--- src/hdl/ipe_pkg.sv ---
// Package for the input power estimator: state encoding, fixed-point constants,
// register indexes and the request struct of the shared multiplier.
// No dependencies.
package ipe_pkg;

  // Field widths
  localparam int VinW   = 16;
  localparam int IinW   = 16;
  localparam int PwrW   = 20;
  localparam int VsumW  = 20;
  localparam int IsumW  = 19;
  localparam int OfsW   = 12;
  localparam int ThrW   = 16;
  localparam int RefW   = 15;
  localparam int SlopeW = 19;
  localparam int FacW   = 17;

  // Shared multiplier operand and product widths
  localparam int MulAW = 20;
  localparam int MulBW = 19;
  localparam int MulPW = MulAW + MulBW;

  // Configuration port
  localparam int CfgIdxW  = 8;
  localparam int CfgDataW = 16;

  typedef enum logic [CfgIdxW-1:0] {
    CFG_LOW_LINE_THR = 8'd0,
    CFG_CURRENT_OFS  = 8'd1
  } ipe_cfg_reg_e;

  localparam logic [ThrW-1:0] THR_RESET = 16'd9600;
  localparam logic [OfsW-1:0] OFS_RESET = 12'd205;

  // Correction factors, Q1.16
  localparam logic [FacW-1:0] Q16_0985 = 17'd64553;
  localparam logic [FacW-1:0] Q16_0995 = 17'd65208;
  localparam logic [FacW-1:0] Q16_1000 = 17'd65536;
  localparam logic [FacW-1:0] Q16_0970 = 17'd63570;
  localparam logic [FacW-1:0] Q16_0980 = 17'd64225;
  localparam logic [FacW-1:0] Q16_0990 = 17'd64881;
  localparam logic [FacW-1:0] Q16_0992 = 17'd65012;

  // Slopes, factor change per 1/16 W step scaled by 2^32
  localparam logic [SlopeW-1:0] SLOPE_1M   = 19'd268435;
  localparam logic [SlopeW-1:0] SLOPE_500U = 19'd134218;
  localparam logic [SlopeW-1:0] SLOPE_10U  = 19'd2684;

  // Power band edges, 1/16 W
  localparam logic [RefW-1:0] P_300W  = 15'd4800;
  localparam logic [RefW-1:0] P_500W  = 15'd8000;
  localparam logic [RefW-1:0] P_1000W = 15'd16000;
  localparam logic [RefW-1:0] P_1500W = 15'd24000;

  typedef enum logic [2:0] {
    ST_IDLE,
    ST_ACC,
    ST_AVG,
    ST_PWR,
    ST_FAC,
    ST_TRIM,
    ST_SCALE,
    ST_DONE
  } ipe_state_e;

  typedef struct packed {
    logic             en;
    logic [MulAW-1:0] a;
    logic [MulBW-1:0] b;
  } ipe_mul_req_t;

endpackage

--- src/hdl/ipe_if.sv ---
// Handshake interfaces of the input power estimator: sample, result and
// configuration channels. Depends on ipe_pkg.
interface ipe_in_if;
  logic                      valid;
  logic                      ready;
  logic [ipe_pkg::VinW-1:0]  vin_rms;
  logic [ipe_pkg::IinW-1:0]  iin_rms;

  modport source (output valid, vin_rms, iin_rms, input ready);
  modport sink   (input valid, vin_rms, iin_rms, output ready);
endinterface

interface ipe_out_if;
  logic                      valid;
  logic                      ready;
  logic [ipe_pkg::VinW-1:0]  vin_avg;
  logic [ipe_pkg::IinW-1:0]  iin_avg;
  logic [ipe_pkg::PwrW-1:0]  input_power;

  modport source (output valid, vin_avg, iin_avg, input_power, input ready);
  modport sink   (input valid, vin_avg, iin_avg, input_power, output ready);
endinterface

interface ipe_cfg_if;
  logic                         valid;
  logic                         ready;
  logic [ipe_pkg::CfgIdxW-1:0]  index;
  logic [ipe_pkg::CfgDataW-1:0] data;

  modport source (output valid, index, data, input ready);
  modport sink   (input valid, index, data, output ready);
endinterface

--- src/hdl/input_power_estimator.sv ---
// Input power estimator: smoothed voltage/current and corrected input power.
// Each request steps through accumulate, average, power, factor, trim and scale states.
// Three products share one multiplier. A stalled output holds the done state.
// The block takes no new request until the result is loaded into the output register.
// Reset (async, active low): smoothing sums cleared, threshold 9600, offset 205.
// Depends on ipe_pkg, ipe_if, ipe_mul.
module input_power_estimator (
  input  logic    clk_i,
  input  logic    rst_ni,
  ipe_in_if.sink    in_i,
  ipe_out_if.source out_o,
  ipe_cfg_if.sink   cfg_i
);

  ipe_pkg::ipe_state_e state_q, state_d;

  logic [ipe_pkg::ThrW-1:0]  thr_q;
  logic [ipe_pkg::OfsW-1:0]  ofs_q;
  logic [ipe_pkg::VsumW-1:0] vsum_q;
  logic [ipe_pkg::IsumW-1:0] isum_q;

  logic [ipe_pkg::VinW-1:0]  vin_q, vavg_q, vavg_d;
  logic [ipe_pkg::IinW-1:0]  iin_q, iavg_q, iavg_d;
  logic [ipe_pkg::PwrW-1:0]  p_q;
  logic                      low_q;
  logic [ipe_pkg::FacW-1:0]  c_q, c_d, f_q, f_d;
  logic                      fix_q, fix_d;
  logic [ipe_pkg::RefW-1:0]  ref_d, dlt_d;
  logic [ipe_pkg::SlopeW-1:0] k_d;
  logic [ipe_pkg::IinW:0]    iavg_wide;
  logic [17:0]               trim;
  logic [ipe_pkg::PwrW-1:0]  pw;

  logic                      out_valid_q, out_valid_d, load;
  logic [ipe_pkg::VinW-1:0]  out_vavg_q;
  logic [ipe_pkg::IinW-1:0]  out_iavg_q;
  logic [ipe_pkg::PwrW-1:0]  out_pw_q;

  ipe_pkg::ipe_mul_req_t     mul_req;
  logic [ipe_pkg::MulPW-1:0] prod;

  ipe_mul u_mul (
    .clk_i  (clk_i),
    .req_i  (mul_req),
    .prod_o (prod)
  );

  // Next state
  always_comb begin
    state_d = state_q;
    unique case (state_q)
      ipe_pkg::ST_IDLE:  if (in_i.valid) state_d = ipe_pkg::ST_ACC;
      ipe_pkg::ST_ACC:   state_d = ipe_pkg::ST_AVG;
      ipe_pkg::ST_AVG:   state_d = ipe_pkg::ST_PWR;
      ipe_pkg::ST_PWR:   state_d = ipe_pkg::ST_FAC;
      ipe_pkg::ST_FAC:   state_d = ipe_pkg::ST_TRIM;
      ipe_pkg::ST_TRIM:  state_d = ipe_pkg::ST_SCALE;
      ipe_pkg::ST_SCALE: state_d = ipe_pkg::ST_DONE;
      ipe_pkg::ST_DONE:  if (!out_valid_q || out_o.ready) state_d = ipe_pkg::ST_IDLE;
      default:           state_d = ipe_pkg::ST_IDLE;
    endcase
  end

  // Averages from the updated sums
  always_comb begin
    vavg_d    = vsum_q[ipe_pkg::VsumW-1:4];
    iavg_wide = {1'b0, isum_q[ipe_pkg::IsumW-1:3]} +
                {{(ipe_pkg::IinW + 1 - ipe_pkg::OfsW){1'b0}}, ofs_q};
    iavg_d    = iavg_wide[ipe_pkg::IinW] ? '1 : iavg_wide[ipe_pkg::IinW-1:0];
  end

  // Band selection from the apparent power
  always_comb begin
    fix_d = 1'b0;
    c_d   = ipe_pkg::Q16_1000;
    ref_d = ipe_pkg::P_300W;
    k_d   = ipe_pkg::SLOPE_1M;
    if (p_q < {5'b0, ipe_pkg::P_300W}) begin
      c_d   = low_q ? ipe_pkg::Q16_0985 : ipe_pkg::Q16_0970;
      ref_d = ipe_pkg::P_300W;
      k_d   = ipe_pkg::SLOPE_1M;
    end else if (p_q < {5'b0, ipe_pkg::P_500W}) begin
      c_d   = low_q ? ipe_pkg::Q16_0995 : ipe_pkg::Q16_0980;
      ref_d = ipe_pkg::P_500W;
      k_d   = ipe_pkg::SLOPE_500U;
    end else if (p_q < {5'b0, ipe_pkg::P_1000W}) begin
      c_d   = low_q ? ipe_pkg::Q16_1000 : ipe_pkg::Q16_0985;
      ref_d = ipe_pkg::P_1000W;
      k_d   = ipe_pkg::SLOPE_10U;
    end else if (!low_q && p_q < {5'b0, ipe_pkg::P_1500W}) begin
      c_d   = ipe_pkg::Q16_0990;
      ref_d = ipe_pkg::P_1500W;
      k_d   = ipe_pkg::SLOPE_10U;
    end else begin
      // flat factor: 1.0 at low line, 0.992 at high line
      fix_d = 1'b1;
      c_d   = low_q ? ipe_pkg::Q16_1000 : ipe_pkg::Q16_0992;
    end
    // p is below ref in every sloped band, so this never wraps there
    dlt_d = ref_d - p_q[ipe_pkg::RefW-1:0];
  end

  always_comb begin
    trim = prod[33:16];
    if (fix_q) begin
      f_d = c_q;
    end else if ({1'b0, c_q} > trim) begin
      f_d = c_q - trim[ipe_pkg::FacW-1:0];
    end else begin
      f_d = '0;
    end
    pw = (|prod[ipe_pkg::MulPW-1:36]) ? '1 : prod[35:16];
  end

  // Outputs of the sequencer
  always_comb begin
    mul_req    = '0;
    in_i.ready = 1'b0;
    load       = 1'b0;
    unique case (state_q)
      ipe_pkg::ST_IDLE: in_i.ready = 1'b1;
      ipe_pkg::ST_AVG: begin
        mul_req.en = 1'b1;
        mul_req.a  = {{(ipe_pkg::MulAW - ipe_pkg::VinW){1'b0}}, vavg_d};
        mul_req.b  = {{(ipe_pkg::MulBW - ipe_pkg::IinW){1'b0}}, iavg_d};
      end
      ipe_pkg::ST_FAC: begin
        mul_req.en = 1'b1;
        mul_req.a  = {{(ipe_pkg::MulAW - ipe_pkg::RefW){1'b0}}, dlt_d};
        mul_req.b  = k_d;
      end
      ipe_pkg::ST_SCALE: begin
        mul_req.en = 1'b1;
        mul_req.a  = p_q;
        mul_req.b  = {{(ipe_pkg::MulBW - ipe_pkg::FacW){1'b0}}, f_q};
      end
      ipe_pkg::ST_DONE: load = !out_valid_q || out_o.ready;
      default: ;
    endcase
  end

  always_comb begin
    if (load) begin
      out_valid_d = 1'b1;
    end else begin
      out_valid_d = out_valid_q && !out_o.ready;
    end
  end

  assign cfg_i.ready = 1'b1;

  // Control state, configuration registers and smoothing sums
  always_ff @(posedge clk_i or negedge rst_ni) begin
    if (!rst_ni) begin
      state_q     <= ipe_pkg::ST_IDLE;
      out_valid_q <= 1'b0;
      thr_q       <= ipe_pkg::THR_RESET;
      ofs_q       <= ipe_pkg::OFS_RESET;
      vsum_q      <= '0;
      isum_q      <= '0;
    end else begin
      state_q     <= state_d;
      out_valid_q <= out_valid_d;
      if (cfg_i.valid) begin
        unique case (cfg_i.index)
          ipe_pkg::CFG_LOW_LINE_THR: thr_q <= cfg_i.data;
          ipe_pkg::CFG_CURRENT_OFS:  ofs_q <= cfg_i.data[ipe_pkg::OfsW-1:0];
          default: ;
        endcase
      end
      if (state_q == ipe_pkg::ST_ACC) begin
        vsum_q <= ipe_pkg::VsumW'(({1'b0, vsum_q} +
                  {{(ipe_pkg::VsumW + 1 - ipe_pkg::VinW){1'b0}}, vin_q}) -
                  {5'b0, vsum_q[ipe_pkg::VsumW-1:4]});
        isum_q <= ipe_pkg::IsumW'(({1'b0, isum_q} +
                  {{(ipe_pkg::IsumW + 1 - ipe_pkg::IinW){1'b0}}, iin_q}) -
                  {4'b0, isum_q[ipe_pkg::IsumW-1:3]});
      end
    end
  end

  // Datapath registers
  always_ff @(posedge clk_i) begin
    if (in_i.valid && in_i.ready) begin
      vin_q <= in_i.vin_rms;
      iin_q <= in_i.iin_rms;
    end
    if (state_q == ipe_pkg::ST_AVG) begin
      vavg_q <= vavg_d;
      iavg_q <= iavg_d;
    end
    if (state_q == ipe_pkg::ST_PWR) begin
      p_q   <= prod[31:12];
      low_q <= vavg_q < thr_q;
    end
    if (state_q == ipe_pkg::ST_FAC) begin
      c_q   <= c_d;
      fix_q <= fix_d;
    end
    if (state_q == ipe_pkg::ST_TRIM) begin
      f_q <= f_d;
    end
    if (load) begin
      out_vavg_q <= vavg_q;
      out_iavg_q <= iavg_q;
      out_pw_q   <= pw;
    end
  end

  assign out_o.valid       = out_valid_q;
  assign out_o.vin_avg     = out_vavg_q;
  assign out_o.iin_avg     = out_iavg_q;
  assign out_o.input_power = out_pw_q;

endmodule

--- src/hdl/ipe_mul.sv ---
// Shared unsigned multiplier with registered product.
// Depends on ipe_pkg.
module ipe_mul (
  input  logic                        clk_i,
  input  ipe_pkg::ipe_mul_req_t       req_i,
  output logic [ipe_pkg::MulPW-1:0]   prod_o
);

  logic [ipe_pkg::MulPW-1:0] prod_q;

  always_ff @(posedge clk_i) begin
    if (req_i.en) begin
      prod_q <= {{ipe_pkg::MulBW{1'b0}}, req_i.a} * {{ipe_pkg::MulAW{1'b0}}, req_i.b};
    end
  end

  assign prod_o = prod_q;

endmodule

--- src/flat_wrapper.sv ---
// flat-port wrapper written by rule: the top's interface ports become plain ports
module input_power_estimator_flat 
  (clk_i, rst_ni, in_i_valid, in_i_vin_rms, in_i_iin_rms, in_i_ready, out_o_valid, out_o_vin_avg, out_o_iin_avg, out_o_input_power, out_o_ready, cfg_i_valid, cfg_i_index, cfg_i_data, cfg_i_ready);
  ipe_in_if in_i_i ();
  ipe_out_if out_o_i ();
  ipe_cfg_if cfg_i_i ();
  input  logic clk_i;
  input  logic rst_ni;
  input wire logic [$bits(in_i_i.valid)-1:0] in_i_valid;
  input wire logic [$bits(in_i_i.vin_rms)-1:0] in_i_vin_rms;
  input wire logic [$bits(in_i_i.iin_rms)-1:0] in_i_iin_rms;
  output wire logic [$bits(in_i_i.ready)-1:0] in_i_ready;
  output wire logic [$bits(out_o_i.valid)-1:0] out_o_valid;
  output wire logic [$bits(out_o_i.vin_avg)-1:0] out_o_vin_avg;
  output wire logic [$bits(out_o_i.iin_avg)-1:0] out_o_iin_avg;
  output wire logic [$bits(out_o_i.input_power)-1:0] out_o_input_power;
  input wire logic [$bits(out_o_i.ready)-1:0] out_o_ready;
  input wire logic [$bits(cfg_i_i.valid)-1:0] cfg_i_valid;
  input wire logic [$bits(cfg_i_i.index)-1:0] cfg_i_index;
  input wire logic [$bits(cfg_i_i.data)-1:0] cfg_i_data;
  output wire logic [$bits(cfg_i_i.ready)-1:0] cfg_i_ready;
  assign in_i_i.valid = in_i_valid;
  assign in_i_i.vin_rms = in_i_vin_rms;
  assign in_i_i.iin_rms = in_i_iin_rms;
  assign in_i_ready = in_i_i.ready;
  assign out_o_valid = out_o_i.valid;
  assign out_o_vin_avg = out_o_i.vin_avg;
  assign out_o_iin_avg = out_o_i.iin_avg;
  assign out_o_input_power = out_o_i.input_power;
  assign out_o_i.ready = out_o_ready;
  assign cfg_i_i.valid = cfg_i_valid;
  assign cfg_i_i.index = cfg_i_index;
  assign cfg_i_i.data = cfg_i_data;
  assign cfg_i_ready = cfg_i_i.ready;
  input_power_estimator u_core (.clk_i(clk_i), .rst_ni(rst_ni), .in_i(in_i_i), .out_o(out_o_i), .cfg_i(cfg_i_i));
endmodule
--- config.mk ---
export PLATFORM = sky130hd
export DESIGN_NAME = input_power_estimator_flat
export DESIGN_NICKNAME = d
export VERILOG_FILES = /design/src/hdl/ipe_pkg.sv /design/src/hdl/ipe_if.sv /design/src/hdl/input_power_estimator.sv /design/src/hdl/ipe_mul.sv /design/src/flat_wrapper.sv
export SDC_FILE = /design/constraint.sdc
export NUM_CORES = 1
export LEC_CHECK = 0
export BUFFER_PORTS_ARGS = -buffer_cell sky130_fd_sc_hd__buf_4
export CAP_MARGIN = 15
export CORE_MARGIN = 5
export CORE_UTILIZATION = 55
export CTS_CLUSTER_DIAMETER = 100
export DETAILED_ROUTE_END_ITERATION = 8
export HOLD_SLACK_MARGIN = 0.05
export PLACE_DENSITY = 0.74
export SLEW_MARGIN = 30
export SYNTH_ARGS = -nofsm -noshare
export SYNTH_HDL_FRONTEND = slang
export SYNTH_SLANG_ARGS = --single-unit
--- constraint.sdc ---
create_clock -name clk_i -period 12.94 [get_ports clk_i]
set_clock_uncertainty 0.1 [all_clocks]
set_input_delay 2.588 -clock clk_i [delete_from_list [all_inputs] [get_ports clk_i]]
set_output_delay 2.588 -clock clk_i [all_outputs]
set_load 0.02 [all_outputs]
==> flow_summary.yaml, run 1 <==
power:
  p_leak_nw: 14.2
  swShare_pct: 51.7
  power_density_nw_per_um2: 261
  p_switching_w: 0.00402
  power.share.sequential_pct: 20.3
  power_w: 0.00777
  intPower_w: 0.00375
  combPwrFrac_pct: 68.6
  clock_power_share_pct: 11.1
  ir_worst_vdd_uv: 137
synthesis:
  syn_inst: 2852
  syn_avg_cell_area_um2: 9.52
  yosys_warnings: 0
  synthDistinctLibCells: 94
  syn_area_um2: 27200
  synth_edf_count: 195
  ys_ff_latch: 266
  synthArstFlopShare_pct: 26.7
  ys_seq_area_share_pct: 28.1
  synthFlopType: "edfxtp_1"
placed_design:
  place_congestion: 0.991
  dp_hpwl_um: 60400
  io_buffer_count: 114
finish:
  seq_area_um2: 7640
  antenna_cells: 0
  fillers: 4115
  area_growth_pct: 9.59
  multi_input_area_um2: 16900
  final_nets: 3560
  drive_gt1_share_pct: 9.09
sta:
  relSlewSlack_pct: 30.3
  hold_violations: 0
  rsz0062_at_grt: "no"
  slew_viol_final: 0
  setup-violations-final: 0
  period_share_pct: 79.6
  min_period_ps: 10300
  tightest_slew_ps: 1050
  finalSetupTns_ps: 0
  fmax_ghz: 0.0971
cts:
  post_cts_buffers: 0
  clk_latency_ps: 560
  cts_tree: "yes"
  cts.repair.resized: 0
  cts_buffers: 27
  clock_sinks: 266
  htreeDepth: 1
  clk_pin_slew_worst_paths_ps: 60
  cts_hold_buffers: 0
  clockBufferDepth: 3
  cts_root_buffer: "clkbuf_16"
floorplanning:
  io_pins: 116
  die_x_um: 232
  core_um2: 48800
  die_y_um: 232
  start_util_pct: 55.6
  dieArea_um2: 53900
  num_rows: 81
setup_path:
  end_kind: "flop"
  r2r_cells: 34
  worstSetupPathType: "flop to flop"
  cpPeakStageDelay_ps: 640
  crit_path_frequent_cell: "fa_1"
  required_ps: 13150
  critical-path-slowest-cell: "a311oi_2"
  r2r-start: "u_core.ofs_q[0]$_DFFE_PN1P_"
  crit_fanout: 19
  crit_arrival_ps: 10510
  cp-start-kind: "flop"
  reg2reg_to: "u_core.u_mul.prod_o[38]$_DFFE_PN_"
  rrSetupSlack_ps: 2640
global_route:
  grt_usage_pct: 28.8
  grt_max_degree: 73
  grt_pass1_wl_um: 121000
  antenna_found_initial: 0
  grt_pass1_vias: 21800
  grt_overflow: 0
detailed_routing:
  routedWlPerCell_um: 21.0
  drt_pass1_iterations: 5
  drc: 0
  dr.first_iter.drc_count: 2091
  avgViaCountPerCell: 5.71
  drt-total-wl_um: 76400
  ant_nets: 0
  vias: 20800
min_path:
  hold_path_end: "u_core.p_q[1]$_DFFE_PN_"
  hp-start: "u_core.u_mul.prod_o[13]$_DFFE_PN_"
  hold-path-cell-count: 0
  hp-class: "flop to flop"
outcome:
  status: "finished, final reports clean"
run:
  drv_cap: 0
## kinds of logic after synthesis
group                    Yosys count  share of synthesized area (%)
AO/OA/AOI/OAI                    397                           9.71
buffers and inverters            704                           10.1
AND/OR/NAND/NOR                  811                           13.2
adder cells (fa/ha/maj)          549                           34.6
multiplexers                      28                           1.12
flip-flops                       266                           28.1
XOR/XNOR                          95                           3.06
other                              2                         0.0277
## metal layers
metal | GRT usage, % | wire length (um) | part of all wire (%) | up-vias
li1 | - | - | - | 9262
met1 | 37.2 | 29200 | 38 | 10300
met2 | 49.1 | 37100 | 49 | 975
met3 | 4.34 | 6230 | 8.2 | 218
met4 | 11.3 | 3820 | 5.0 | 0
met5 | 0 | 0 | 0 | -
## Yosys cell counts, types with 25 or more instances
cell type,count,share of area (%)
xnor2_1,51,1.6
and2_1,40,0.92
a21oi_1,87,1.6
nor3_1,47,0.87
dfrtp_1,62,5.7
nand3_1,37,0.68
nand2_1,394,5.4
o21ai_0,115,2.1
clkbuf_1,70,0.97
nand2b_1,25,0.58
fa_1,338,25
xor2_1,44,1.4
inv_1,610,8.4
nor2_1,177,2.4
ha_1,211,9.7
a21o_1,50,1.4
edfxtp_1,195,22
## per-stage QoR
step / utilization [%] / setup WS [ps] / std cells / hold slack (ps) / area, um2
floorplan: - / 3600 / 2861 / 300 / 27200
global placement: 58.9 / 2890 / 3584 / 302 / 28800
detailed placement: 58.9 / 2810 / 3584 / 305 / 28800
CTS: 60.9 / 2770 / 3634 / 320 / 29700
global route: 60.9 / 2210 / 3635 / 331 / 29800
finish: 60.9 / 2640 / 3635 / 321 / 29800
## worst max path at each step
stage / depth (start not counted) / start / endpoint
after global placement: 37 / u_core.p_q[18]$_DFFE_PN_ / u_core.u_mul.prod_o[38]$_DFFE_PN_
after CTS: 37 / u_core.p_q[18]$_DFFE_PN_ / u_core.u_mul.prod_o[38]$_DFFE_PN_
after global routing: 37 / u_core.p_q[18]$_DFFE_PN_ / u_core.u_mul.prod_o[38]$_DFFE_PN_
after detailed placement: 37 / u_core.p_q[18]$_DFFE_PN_ / u_core.u_mul.prod_o[38]$_DFFE_PN_
after floorplan: 37 / u_core.p_q[18]$_DFFE_PN_ / u_core.u_mul.prod_o[38]$_DFFE_PN_
final: 34 / u_core.ofs_q[0]$_DFFE_PN1P_ / u_core.u_mul.prod_o[38]$_DFFE_PN_
## power groups by stage
stage	registers, W	clock network, W	logic (W)
after floorplan	0.00149	0	0.00377
after global placement	0.00158	0	0.00509
after detailed placement	0.00158	0	0.00525
after CTS	0.00157	0.000870	0.00529
after global routing	0.00159	0.000915	0.00593
final	0.00157	0.000865	0.00533
## layout by cell type, fill, tap and decap left out, drive strengths merged, types with 19 or more instances in the layout
cell type and instances:
nand2b 25, o21ai 120, clkbuf 37, buf 153
and2 41, xor2 44, a21oi 88, mux2 19
dfrtp 62, ha 211, xnor2 51, and3 20
nand3 37, nor3 48, inv 611, nand2 394
nor2 177, o21a 19, edfxtp 195, a21o 51
fa 338
## registers in the layout (all words and copies together) (netlist names)
| register | flops |
|---|---|
| u_core.p_q | 20 |
| u_core.vavg_q | 16 |
| u_core.fix_q | 1 |
| u_core.out_o.vin_avg | 16 |
| u_core.out_o.valid | 1 |
| u_core.vin_q | 16 |
| u_core.out_o.input_power | 20 |
| u_core.iavg_q | 16 |
| u_core.state_q | 3 |
| u_core.low_q | 1 |
| u_core.u_mul.prod_o | 27 |
| u_core.c_q | 13 |
| u_core.out_o.iin_avg | 16 |
| u_core.isum_q | 19 |
| u_core.f_q | 17 |
| u_core.iin_q | 16 |
| u_core.thr_q | 16 |
| u_core.vsum_q | 20 |
| u_core.ofs_q | 12 |
## worst max-delay path, delay by kind of cell, from the launching register on
| family | cells | cell delay, ps |
|---|---|---|
| and+or+nand+nor | 7 | 1250 |
| DFF | 1 | 530 |
| adders and majority gates | 9 | 3990 |
| xor gates and xnor gates | 1 | 140 |
| AOI/OAI and AO/OA | 12 | 3440 |
| buffers and inverters | 5 | 610 |
## layout make-up
cell class                 count  area share, %
clock inverter                13          0.757
multi-input combinational   1891           56.7
sequential                   266           25.7
inverter                     611           7.71
clock buffer                  37           2.50
tap                          664           2.79
timing repair buffer         153           3.88
Power figures use the tool's default switching activity.
==> run 2: changes to the inputs <==
Clock period 12.94 ns to 9.7 ns, I/O delays scaled along.
==> flow_summary.yaml, run 2 (same netlist as run 1, synthesis figures left out) <==
power:
  power_density_nw_per_um2: 348
  p_switching_w: 0.00544
  clock_power_share_pct: 9.6
  power.share.sequential_pct: 19.6
  p_leak_nw: 14.5
  intPower_w: 0.00517
  swShare_pct: 51.3
  power_w: 0.0106
  combPwrFrac_pct: 70.8
  ir_worst_vdd_uv: 204
detailed_routing:
  ant_nets: 0
  routedWlPerCell_um: 20.3
  vias: 21000
  drt-total-wl_um: 75200
  drt_pass1_iterations: 5
  drc: 0
  avgViaCountPerCell: 5.67
  dr.first_iter.drc_count: 1660
finish:
  area_growth_pct: 12.1
  seq_area_um2: 7640
  fin_util_pct: 62.3
  multi_input_area_um2: 17200
  largest_reg_flops: 27
  final_common_cell: "inv_1"
  final_nets: 3623
  drive_gt1_share_pct: 12.5
  antenna_cells: 0
  fillers: 4074
  final_cell_mix: "610 x inv_1, 390 x nand2_1, 334 x fa_1"
setup_path:
  crit_fanout: 19
  end_kind: "flop"
  worstSetupPathType: "flop to flop"
  crit_buf_inv: 6
  crit_family: "adder cells"
  crit_path_frequent_cell: "fa_1"
  rrSetupSlack_ps: 300
  reg2reg_to: "u_core.u_mul.prod_o[26]$_DFFE_PN_"
  cpPeakStageDelay_ps: 530
  critical-path-slowest-cell: "fa_1"
  cp-start-kind: "flop"
  r2r_cells: 37
  required_ps: 9900
  r2r-start: "u_core.p_q[15]$_DFFE_PN_"
  crit_arrival_ps: 9600
  crit_path_start: "u_core.p_q[15]$_DFFE_PN_"
cts:
  clockBufferDepth: 3
  cts_root_buffer: "clkbuf_16"
  cts_tree: "yes"
  cts_buffers: 27
  htreeDepth: 1
  clk_latency_ps: 560
  clock_sinks: 266
  clk_pin_slew_worst_paths_ps: 70
floorplanning:
  dieArea_um2: 53900
  start_util_pct: 55.6
  die_y_um: 232
  io_pins: 116
  num_rows: 81
  die_x_um: 232
  core_um2: 48800
outcome:
  status: "finished, final reports clean"
sta:
  fmax_ghz: 0.106
  setup-violations-final: 0
  min_period_ps: 9400
  finalSetupTns_ps: 0
  period_share_pct: 96.9
  hold_violations: 0
  slew_viol_final: 0
  worst_slack_ps: 300
  whs_ps: 321
  tightest_slew_ps: 939
  relSlewSlack_pct: 37.4
min_path:
  hold_path_end: "u_core.p_q[1]$_DFFE_PN_"
  hp-class: "flop to flop"
  hold-path-cell-count: 0
  hp-start: "u_core.u_mul.prod_o[13]$_DFFE_PN_"
global_route:
  grt_pass1_wl_um: 119000
  antenna_found_initial: 0
  grt_max_degree: 73
  grt_pass1_vias: 22000
  grt_overflow: 0
  grt_usage_pct: 28.1
placed_design:
  place_ws_ps: -155
  place_congestion: 0.972
  dp_hpwl_um: 60200
  io_buffer_count: 114
run:
  drv_cap: 0
## run 2: cell types whose count changed in the layout (fill, tap and decap cells not counted), moves of 5 or more
cell,before,now
clkinv_2,1,9
buf_4,151,207
a21oi_2,2,11
a21oi_1,86,75
ha_1,211,206
nor2_2,2,7
nor2_1,172,165
## run 2: layout make-up
type / instances / area share (%)
timing repair buffer: 216 / 5.53
tap: 664 / 2.73
sequential: 266 / 25.1
inverter: 611 / 7.53
clock inverter: 18 / 0.477
clock buffer: 32 / 2.28
multi-input combinational: 1891 / 56.3
## run 2: through the flow
step / cell area [um2] / cells
3_3_place_gp: 29200 / 3635
5_1_grt: 30400 / 3698
4_1_cts: 30100 / 3687
6_report: 30400 / 3698
2_1_floorplan: 27200 / 2861
3_5_place_dp: 29200 / 3635
## run 2: how the worst max path moves through the flow
stage | endpoint | slack, ps | cells after the start
after floorplan | u_core.u_mul.prod_o[38]$_DFFE_PN_ | 360 | 37
after global placement | u_core.u_mul.prod_o[32]$_DFFE_PN_ | 110 | 37
after detailed placement | u_core.u_mul.prod_o[32]$_DFFE_PN_ | -160 | 37
after CTS | u_core.u_mul.prod_o[38]$_DFFE_PN_ | 60 | 37
after global routing | u_core.u_mul.prod_o[26]$_DFFE_PN_ | -120 | 37
final | u_core.u_mul.prod_o[26]$_DFFE_PN_ | 300 | 37
## run 2: timing repair
item | in CTS | in global routing
setup buffers | 2 | 10
hold buffers | 0 | 0
hold endpoints to repair | 0 | 0
gates cloned | 0 | 1
resized for setup | 3 | 68
endpoints found under the setup margin | 8 | 21
pin swaps | 1 | 26
## run 2: layer usage
| metal | vias to the layer above | routed length (um) | part of all wire [%] | track usage [%] |
|---|---|---|---|---|
| met3 | 258 | 5900 | 7.8 | 5.34 |
| li1 | 9399 | - | - | - |
| met1 | 10400 | 28700 | 38 | 35.2 |
| met5 | - | 0 | 0 | 0 |
| met2 | 927 | 36300 | 48 | 47.6 |
| met4 | 0 | 4310 | 5.7 | 12.8 |
## run 2: power groups by stage
| stage | Combinational (W) | Clock (W) | Sequential (W) |
|---|---|---|---|
| 5_1_grt | 0.00837 | 0.00108 | 0.00210 |
| 3_3_place_gp | 0.00701 | 0 | 0.00209 |
| 4_1_cts | 0.00731 | 0.00103 | 0.00207 |
| 2_1_floorplan | 0.00504 | 0 | 0.00198 |
| 3_5_place_dp | 0.00725 | 0 | 0.00210 |
| 6_report | 0.00751 | 0.00102 | 0.00208 |
